[src/rtl/assert_macros.svh]
// ----------------------------------------------------------------------------
// Assertion macros
// Clocked concurrent assertion helpers shared by the classifier RTL.
// ----------------------------------------------------------------------------
`ifndef ASSERT_MACROS_SVH
`define ASSERT_MACROS_SVH

// Plain property, sampled on clk_i, off while rst_ni is low.
`define SNLC_ASSERT(label, prop, msg) \
  label: assert property (@(posedge clk_i) disable iff (!rst_ni) (prop)) else $error(msg);

// Implication: when ante holds, cons must hold in the same cycle.
`define SNLC_ASSERT_IMPL(label, ante, cons, msg) \
  `SNLC_ASSERT(label, (ante) |-> (cons), msg)

`endif

[src/rtl/snlc_pkg.sv]
// ----------------------------------------------------------------------------
// snlc_pkg
// Types and character constants for the SQL numeric literal classifier.
// ----------------------------------------------------------------------------
`default_nettype none

package snlc_pkg;

  localparam logic [7:0] CH_ZERO    = 8'h30;
  localparam logic [7:0] CH_NINE    = 8'h39;
  localparam logic [7:0] CH_POINT   = 8'h2E;
  localparam logic [7:0] CH_UPPER_E = 8'h45;
  localparam logic [7:0] CH_LOWER_E = 8'h65;
  localparam logic [7:0] CH_MINUS   = 8'h2D;
  localparam logic [7:0] CH_PLUS    = 8'h2B;

  // int64 maximum divided by ten
  localparam logic [62:0] LIMIT_BY_TEN = 63'd922337203685477580;
  localparam logic [15:0] LEN_MAX      = 16'hFFFF;

  localparam logic [1:0] DIALECT_TRANSITION = 2'd2;
  localparam logic [1:0] DIALECT_RESET      = 2'd3;

  typedef enum logic [2:0] {
    KIND_INT32  = 3'd0,
    KIND_INT64  = 3'd1,
    KIND_SCALED = 3'd2,
    KIND_FLOAT  = 3'd3,
    KIND_NAN    = 3'd4
  } kind_e;

  typedef enum logic [1:0] {
    TAKE_OK  = 2'd0,
    TAKE_END = 2'd1,
    TAKE_ERR = 2'd2
  } take_e;

  typedef struct packed {
    logic [7:0] ch;
    logic       start_req;
    logic       at_end;
  } in_beat_t;

  typedef struct packed {
    kind_e       kind;
    logic [62:0] value;
    logic [15:0] length;
    logic        warn;
  } res_t;

  typedef struct packed {
    logic        scanning;
    logic        seen_digit;
    logic        seen_point;
    logic        seen_exp;
    logic        seen_exp_sign;
    logic        seen_exp_digit;
    logic        too_big;
    logic [62:0] acc;
    logic [15:0] count;
  } scan_t;

endpackage

`default_nettype wire

[src/rtl/snlc_in_reg.sv]
// ----------------------------------------------------------------------------
// snlc_in_reg
// Input register: captures one character beat and holds it until consumed.
// ----------------------------------------------------------------------------
`default_nettype none

module snlc_in_reg
  import snlc_pkg::*;
(
  input  wire logic     clk_i,
  input  wire logic     rst_ni,
  input  wire logic     in_valid_i,
  output logic          in_stall_o,
  input  wire in_beat_t beat_i,
  input  wire logic     drain_i,
  output logic          valid_o,
  output in_beat_t      beat_o
);

  logic     valid_q, valid_d;
  in_beat_t beat_q;
  logic     load;

  assign in_stall_o = valid_q && !drain_i;
  assign load       = in_valid_i && !in_stall_o;

  always_comb begin
    valid_d = valid_q;
    if (load) begin
      valid_d = 1'b1;
    end else if (drain_i) begin
      valid_d = 1'b0;
    end
  end

  always_ff @(posedge clk_i or negedge rst_ni) begin
    if (!rst_ni) begin
      valid_q <= 1'b0;
    end else begin
      valid_q <= valid_d;
    end
  end

  always_ff @(posedge clk_i) begin
    if (load) begin
      beat_q <= beat_i;
    end
  end

  assign valid_o = valid_q;
  assign beat_o  = beat_q;

endmodule

`default_nettype wire

[src/rtl/snlc_scan.sv]
// ----------------------------------------------------------------------------
// snlc_scan
// Literal scanner: per-byte flag and accumulator update plus classification.
// ----------------------------------------------------------------------------
`default_nettype none

`include "assert_macros.svh"

module snlc_scan
  import snlc_pkg::*;
(
  input  wire logic       clk_i,
  input  wire logic       rst_ni,
  input  wire logic       step_i,
  input  wire in_beat_t   beat_i,
  input  wire logic [1:0] dialect_i,
  output logic            emit_o,
  output res_t            res_o
);

  scan_t       state_q, state_d;
  scan_t       take_st, fresh;
  take_e       tr;
  logic        dig, is_point, is_sign, is_e, can_start;
  logic        err, err_eff;
  logic [62:0] acc_x10;
  logic [62:0] digit_val;
  kind_e       kind;
  logic        warn;

  always_comb begin
    dig       = beat_i.ch inside {[CH_ZERO:CH_NINE]};
    is_point  = beat_i.ch == CH_POINT;
    is_sign   = (beat_i.ch == CH_MINUS) || (beat_i.ch == CH_PLUS);
    is_e      = (beat_i.ch == CH_UPPER_E) || (beat_i.ch == CH_LOWER_E);
    can_start = beat_i.start_req && (dig || is_point);
    digit_val = {59'd0, beat_i.ch[3:0]};
    acc_x10   = {state_q.acc[59:0], 3'b000} + {state_q.acc[61:0], 1'b0};
  end

  // Take one byte into an open literal.
  always_comb begin
    take_st = state_q;
    tr      = TAKE_OK;
    if (state_q.seen_exp_digit && !dig) begin
      tr = TAKE_END;
    end else if (state_q.seen_exp_sign && !dig) begin
      tr = TAKE_ERR;
    end else if (state_q.seen_exp) begin
      if (is_sign) begin
        take_st.seen_exp_sign = 1'b1;
      end else if (dig) begin
        take_st.seen_exp_sign  = 1'b1;
        take_st.seen_exp_digit = 1'b1;
      end else begin
        tr = TAKE_ERR;
      end
    end else if (is_point) begin
      if (state_q.seen_point) begin
        tr = TAKE_ERR;
      end else begin
        take_st.seen_point = 1'b1;
      end
    end else if (dig) begin
      take_st.seen_digit = 1'b1;
      if (state_q.acc >= LIMIT_BY_TEN) begin
        take_st.too_big = 1'b1;
      end else begin
        take_st.acc = acc_x10 + digit_val;
      end
    end else if (is_e && state_q.seen_digit) begin
      take_st.seen_exp = 1'b1;
    end else begin
      tr = TAKE_END;
    end
    if ((tr == TAKE_OK) && (state_q.count != LEN_MAX)) begin
      take_st.count = state_q.count + 16'd1;
    end
  end

  // State after a starting byte on a cleared literal.
  always_comb begin
    fresh            = '0;
    fresh.scanning   = 1'b1;
    fresh.seen_digit = dig;
    fresh.seen_point = !dig;
    fresh.acc        = dig ? digit_val : '0;
    fresh.count      = 16'd1;
  end

  always_comb begin
    state_d = state_q;
    emit_o  = 1'b0;
    err     = 1'b0;
    if (step_i) begin
      if (beat_i.at_end) begin
        if (state_q.scanning) begin
          emit_o           = 1'b1;
          state_d.scanning = 1'b0;
        end
      end else if (!state_q.scanning) begin
        if (can_start) begin
          state_d = fresh;
        end
      end else if (tr == TAKE_OK) begin
        state_d = take_st;
      end else begin
        emit_o           = 1'b1;
        err              = tr == TAKE_ERR;
        state_d.scanning = 1'b0;
        if (can_start) begin
          state_d = fresh;
        end
      end
    end
  end

  // Classify the literal held in state_q.
  always_comb begin
    err_eff = err || !state_q.seen_digit ||
              (state_q.too_big && !(state_q.seen_exp || state_q.seen_point));
    kind = KIND_NAN;
    warn = 1'b0;
    if (!err_eff) begin
      if (state_q.seen_exp_digit || state_q.too_big) begin
        kind = KIND_FLOAT;
      end else if (!state_q.seen_exp) begin
        if (!state_q.seen_point && (state_q.acc[62:31] == '0)) begin
          kind = KIND_INT32;
        end else begin
          warn = dialect_i == DIALECT_TRANSITION;
          if (dialect_i < DIALECT_TRANSITION) begin
            kind = KIND_FLOAT;
          end else if (state_q.seen_point) begin
            kind = KIND_SCALED;
          end else begin
            kind = KIND_INT64;
          end
        end
      end
    end
    res_o.kind   = kind;
    res_o.value  = ((kind == KIND_INT32) || (kind == KIND_INT64) || (kind == KIND_SCALED))
                   ? state_q.acc : '0;
    res_o.length = state_q.count;
    res_o.warn   = warn;
  end

  always_ff @(posedge clk_i or negedge rst_ni) begin
    if (!rst_ni) begin
      state_q <= '0;
    end else begin
      state_q <= state_d;
    end
  end

  `SNLC_ASSERT_IMPL(a_sign_needs_exp, state_q.seen_exp_sign, state_q.seen_exp, "exp sign without exp mark")
  `SNLC_ASSERT_IMPL(a_expdig_needs_sign, state_q.seen_exp_digit, state_q.seen_exp_sign, "exp digit without sign flag")
  `SNLC_ASSERT_IMPL(a_open_has_length, state_q.scanning, state_q.count != 16'd0, "open literal with zero length")

endmodule

`default_nettype wire

[src/rtl/snlc_out_reg.sv]
// ----------------------------------------------------------------------------
// snlc_out_reg
// Result register: holds one classified literal until the sink takes it.
// ----------------------------------------------------------------------------
`default_nettype none

module snlc_out_reg
  import snlc_pkg::*;
(
  input  wire logic clk_i,
  input  wire logic rst_ni,
  input  wire logic load_i,
  input  wire res_t res_i,
  input  wire logic out_stall_i,
  output logic      free_o,
  output logic      out_valid_o,
  output res_t      res_o
);

  logic valid_q, valid_d;
  res_t res_q;

  // Slot is free when empty or when its beat leaves this cycle.
  assign free_o = !valid_q || !out_stall_i;

  always_comb begin
    valid_d = valid_q && out_stall_i;
    if (load_i) begin
      valid_d = 1'b1;
    end
  end

  always_ff @(posedge clk_i or negedge rst_ni) begin
    if (!rst_ni) begin
      valid_q <= 1'b0;
    end else begin
      valid_q <= valid_d;
    end
  end

  always_ff @(posedge clk_i) begin
    if (load_i) begin
      res_q <= res_i;
    end
  end

  assign out_valid_o = valid_q;
  assign res_o       = res_q;

endmodule

`default_nettype wire

[src/rtl/sql_numeric_literal_classifier.sv]
// A byte accepted into the input register updates the scanner when it steps; a
// result it closes is loaded into the result register on that same step.
// Throughput: one byte per cycle, sustained, while the result slot drains.
// The combinational scanner step (one 63-bit times-ten add and limit compare)
// sets the rate. Reset (rst_ni low, async) empties both registers, closes
// any open literal and sets the dialect register to 3.
// ----------------------------------------------------------------------------
// sql_numeric_literal_classifier
// Streams text bytes, scans SQL numeric literals and emits one classified
// result (kind, value, length, ambiguity warning) per finished literal.
// ----------------------------------------------------------------------------
`default_nettype none

`include "assert_macros.svh"

module sql_numeric_literal_classifier
  import snlc_pkg::*;
(
  input  wire logic        clk_i,
  input  wire logic        rst_ni,
  // character beats
  input  wire logic        in_valid_i,
  output logic             in_stall_o,
  input  wire logic [7:0]  ch_i,
  input  wire logic        start_req_i,
  input  wire logic        at_end_i,
  // dialect register
  input  wire logic        sql_dialect_we_i,
  input  wire logic [1:0]  sql_dialect_i,
  // result beats
  output logic             out_valid_o,
  input  wire logic        out_stall_i,
  output logic [2:0]       kind_o,
  output logic [62:0]      value_o,
  output logic [15:0]      length_o,
  output logic             warn_ambiguous_o
);

  logic [1:0] sql_dialect_q;
  in_beat_t   in_beat, beat_q;
  logic       beat_valid;
  logic       out_free;
  logic       step;
  logic       emit;
  res_t       res, res_q;

  // Dialect register; the user must write it only while the block is idle, the block does not enforce this.
  always_ff @(posedge clk_i or negedge rst_ni) begin
    if (!rst_ni) begin
      sql_dialect_q <= DIALECT_RESET;
    end else if (sql_dialect_we_i) begin
      sql_dialect_q <= sql_dialect_i;
    end
  end

  assign in_beat.ch        = ch_i;
  assign in_beat.start_req = start_req_i;
  assign in_beat.at_end    = at_end_i;

  // Input register: refill in the same cycle the held beat advances.
  snlc_in_reg u_in_reg (
    .clk_i      (clk_i),
    .rst_ni     (rst_ni),
    .in_valid_i (in_valid_i),
    .in_stall_o (in_stall_o),
    .beat_i     (in_beat),
    .drain_i    (out_free),
    .valid_o    (beat_valid),
    .beat_o     (beat_q)
  );

  // Advance the held beat only when a result it may close has a free slot.
  assign step = beat_valid && out_free;

  snlc_scan u_scan (
    .clk_i     (clk_i),
    .rst_ni    (rst_ni),
    .step_i    (step),
    .beat_i    (beat_q),
    .dialect_i (sql_dialect_q),
    .emit_o    (emit),
    .res_o     (res)
  );

  snlc_out_reg u_out_reg (
    .clk_i       (clk_i),
    .rst_ni      (rst_ni),
    .load_i      (emit),
    .res_i       (res),
    .out_stall_i (out_stall_i),
    .free_o      (out_free),
    .out_valid_o (out_valid_o),
    .res_o       (res_q)
  );

  assign kind_o           = res_q.kind;
  assign value_o          = res_q.value;
  assign length_o         = res_q.length;
  assign warn_ambiguous_o = res_q.warn;

  `SNLC_ASSERT_IMPL(a_emit_into_free_slot, emit, out_free, "result written over a waiting beat")
  `SNLC_ASSERT_IMPL(a_float_nan_zero_value, out_valid_o && (kind_o == KIND_FLOAT || kind_o == KIND_NAN), value_o == '0, "nonzero value on float or nan")
  `SNLC_ASSERT_IMPL(a_warn_only_transition, out_valid_o && warn_ambiguous_o, sql_dialect_q == DIALECT_TRANSITION, "warning outside transition dialect")

endmodule

`default_nettype wire

[config.mk]
export PLATFORM = sky130hd
export DESIGN_NAME = sql_numeric_literal_classifier
export DESIGN_NICKNAME = d
export VERILOG_FILES = /design/src/rtl/snlc_pkg.sv /design/src/rtl/snlc_in_reg.sv /design/src/rtl/snlc_scan.sv /design/src/rtl/snlc_out_reg.sv /design/src/rtl/sql_numeric_literal_classifier.sv
export VERILOG_INCLUDE_DIRS = /design/src /design/src/rtl
export SDC_FILE = /design/constraint.sdc
export NUM_CORES = 1
export LEC_CHECK = 0
export BUFFER_PORTS_ARGS = -buffer_cell sky130_fd_sc_hd__buf_4
export CORE_ASPECT_RATIO = 1.75
export CORE_UTILIZATION = 30
export CTS_CLUSTER_SIZE = 14
export DETAILED_ROUTE_END_ITERATION = 8
export PLACE_DENSITY = 0.43
export RECOVER_POWER = 100
export SETUP_SLACK_MARGIN = 0.3
export SKIP_CTS_REPAIR_TIMING = 1
export SLEW_MARGIN = 10
export SYNTH_ARGS = -nofsm -noshare
export SYNTH_HDL_FRONTEND = slang
export SYNTH_HIERARCHICAL = 1
export SYNTH_SLANG_ARGS = --single-unit
[constraint.sdc]
create_clock -name clk_i -period 8.07 [get_ports clk_i]
set_input_delay 0.807 -clock clk_i [delete_from_list [all_inputs] [get_ports clk_i]]
set_output_delay 0.807 -clock clk_i [all_outputs]
set_load 0.005 [all_outputs]
==> impl_metrics.yaml <==
synth:
  ys.flop_type: "edfxtp_1"
  synthDistinctLibCells: 78
  syn_area_um2: 11600
  synth_nets: 1317
  yosys.area.top_type: "edfxtp_1"
  avgSynthCellArea_um2: 9.86
  synth_edf_count: 93
  synth.area.top_cells: "edfxtp_1 (24%), dfrtp_1 (19%), ha_1 (13%), o21ai_0 (5.1%), nand2_1 (4.7%)"
  ys_ff_latch: 183
  async_reset_ff_share_pct: 49.2
  synthCells: 1177
  ys_warn_count: 6
  yosysSeqAreaShare_pct: 43.5
  synth_top_area_share_pct: 24.1
setup_path:
  critPathArrivalTime_ns: 6.14
  worstPathRequired_ns: 8.46
  criticalPathCategory: "reg -> reg"
  crit_chain: "nand4_1 > nor4_1 > nand4_1 > o21ai_0 > a21o_1 > a21oi_1 > nand3_2 > buf_4 > and2_0 > clkbuf_1 > a22oi_1 > nand3_1"
  worst-path-buf-inv: 2
  reg2reg_from: "u_scan/state_q[39]$_DFFE_PN0P_"
  end_kind: "flip-flop"
  cpPeakStageDelay_ns: 1.47
  cpLargestDelayFamily: "simple AND/OR/NAND/NOR gates"
  crit_top_cell: "nand4_1"
  rr_worst_depth: 12
  regToRegSetupSlack_ns: 2.32
  start_kind: "flip-flop"
  crit_path_max_fanout: 58
  timing.rr.end: "u_scan/state_q[77]$_DFFE_PN0P_"
  crit_path_top_delay_cell: "clkbuf_1"
timing:
  skew_ns: 0.0161
  timing.setup.tns_ns: 0
  rsz0062_at_grt: "no"
  setup_viol: 0
  hold_violations: 0
  relSlewSlack_pct: -87.4
  fmax_mhz: 174
  worst_slew_pin_slew_ns: 2.81
  report.final.slew_viol_count: 283
  post-route-period-util_pct: 71.2
  finalCriticalPeriod_ns: 5.75
run_status:
  failed_checks: "capacitance limit, slew limit"
  run_status: "finished with violations"
floorplan:
  rows: 95
  dieArea_um2: 39500
  start_util_pct: 30.3
  die_w_um: 151
  core_um2: 38300
  num_io_pins: 102
  die_y_um: 262
drt:
  wire_per_inst_um: 18.7
  m1WireLength_mm: 12.3
  wl_mm: 32.6
  vias: 8973
  drtAntennaViolNets: 0
  drc_errors: 0
  viasPerCell: 5.15
  drt_iter0_drc: 421
  maxUsedRoutingLayer: "met4"
  dr_wl_met3_um: 671
  wl_met2_mm: 18.4
  drtPass1Iterations: 4
global_routing:
  grt_pass1_wl_mm: 51.3
  antenna_found_initial: 0
  gr-usage-all-layers_pct: 17.3
  grt_overflow: 0
  grt_pass1_vias: 9354
  grt_max_degree: 64
job:
  maxCapViolations: 6
cts:
  clock-root-buffer: "clkbuf_16"
  worstSkewPairLatency_ns: 0.47
  ctsHtreeMaxLevel: 4
  cts_inserted_buffers: 17
  clockBufferDepth: 2
  cts_tree: "done"
  clock-sinks: 183
  clk_pin_slew_ns: 0.08
worst_hold_path:
  hp-start: "u_scan/res_o[6]$_DFFE_PN0P_"
  hp-class: "reg -> reg"
  hold_end: "u_out_reg/res_o[6]$_DFFE_PP_"
  min_path_cells: 0
placement:
  dp_cells: 1709
  port_buffers: 101
  gp_congestion: 0.826
  hpwl_mm: 24.8
layout:
  num-fill-cells: 3956
  diodes: 0
  fin_nets: 1383
  fin_cells: 1741
  drive_above_1_share_pct: 10.7
  area_delta_synth_final_pct: 14.1
power_and_ir_drop:
  powerDensity_nw_per_um2: 147
  p_leak_nw: 5.80
  ir_drop_uv: 130
-- where the power goes --
part | total [mW] | switching, mW | internal [mW]
Sequential | 0.998 | 0.0113 | 0.987
Clock | 0.882 | 0.443 | 0.439
Combinational | 0.0713 | 0.0436 | 0.0278
-- cell type report --
type | instances | area, um2 | share of cell area, %
multi-input cells | 917 | 6190 | 46.8
flip-flops and latches | 183 | 5050 | 38.1
repair buffers | 106 | 698 | 5.28
well taps | 485 | 607 | 4.59
clock buffers | 18 | 450 | 3.40
clock inverters | 14 | 174 | 1.31
inverters | 18 | 67.6 | 0.511
-- per-stage QoR --
| stage | setup slack [ns] | total power, mW | util [%] | hold WS (ns) | instance area [um2] |
|---|---|---|---|---|---|
| global route | 1.84 | 2.02 | 34.6 | 0.524 | 13200 |
| detailed placement | 3.79 | 1.09 | 33.3 | 0.489 | 12700 |
| CTS | 3.79 | 1.99 | 34.9 | 0.356 | 13400 |
| global placement | 3.80 | 1.09 | 33.3 | 0.494 | 12700 |
| finish | 2.32 | 1.95 | 34.6 | 0.505 | 13200 |
| floorplan | 4.28 | 1.06 | - | 0.471 | 11600 |
-- per-layer routing --
metal,GRT usage (%),up-vias
met3,1.82,63
met4,8.92,0
met2,33.8,150
met5,0,-
li1,-,4425
met1,17.6,4335
-- sequential cells by signal (all words and copies together), names as in the netlist --
register	count
u_in_reg/beat_o	10
u_out_reg/res_o	83
u_out_reg/out_valid_o	1
sql_dialect_q	2
u_in_reg/valid_o	1
u_scan/res_o	16
u_scan/state_q	70
-- cells by family (layout without fill, tap and decap cells) --
family	Yosys count	count (layout)	synth area share [%]
multiplexers	3	3	0.291
adder cells (fa/ha/maj)	123	123	13.4
buffers and inverters	77	156	3.11
AND/OR/NAND/NOR	393	393	17.0
flip-flops	183	183	43.5
XOR/XNOR	59	59	4.45
AO/OA/AOI/OAI	339	339	18.3
-- layout by cell type (no fill, tap or decap), types with 4 or more instances in the layout --
cell / instances
nand2_1: 145
o21ai_0: 128
ha_1: 121
edfxtp_1: 93
dfrtp_1: 88
a21oi_1: 78
clkbuf_4: 76
nor2_1: 62
and2_0: 43
a21o_1: 33
xnor2_1: 31
xor2_1: 28
and2_1: 27
clkbuf_1: 26
clkbuf_16: 18
inv_1: 18
and3_1: 18
nor3_1: 17
nand3_1: 17
nand4_1: 15
o21bai_1: 14
nor4_1: 11
nand2b_1: 9
o21a_1: 9
nor2b_1: 9
o21ai_1: 8
a31oi_1: 7
o31ai_1: 6
a211oi_1: 6
clkinv_8: 5
buf_4: 4
-- cells in the mapped netlist, drive strengths merged, types with 23 or more instances --
library cell and number:
edfxtp 93, nand2 145, xnor2 31, clkbuf 36
and2 70, o21ai 138, buf 23, a21oi 80
xor2 28, ha 121, a21o 33, dfrtp 88
nor2 63
-- worst max-delay path by stage --
stage	endpoint	slack, ns	start	depth (start not counted)
after floorplan	u_out_reg/res_o[0]$_DFFE_PP_	4.28	u_in_reg/beat_o[6]$_DFFE_PP_	7
after global placement	u_scan/state_q[77]$_DFFE_PN0P_	3.80	out_stall_i	12
after detailed placement	u_scan/state_q[77]$_DFFE_PN0P_	3.79	out_stall_i	12
after CTS	u_scan/state_q[78]$_DFFE_PN0P_	3.79	u_in_reg/beat_o[5]$_DFFE_PP_	13
after global routing	u_scan/state_q[77]$_DFFE_PN0P_	1.84	u_scan/state_q[42]$_DFFE_PN0P_	12
final	u_scan/state_q[77]$_DFFE_PN0P_	2.32	u_scan/state_q[39]$_DFFE_PN0P_	12
Note: power is estimated with default switching activity, not from simulation.
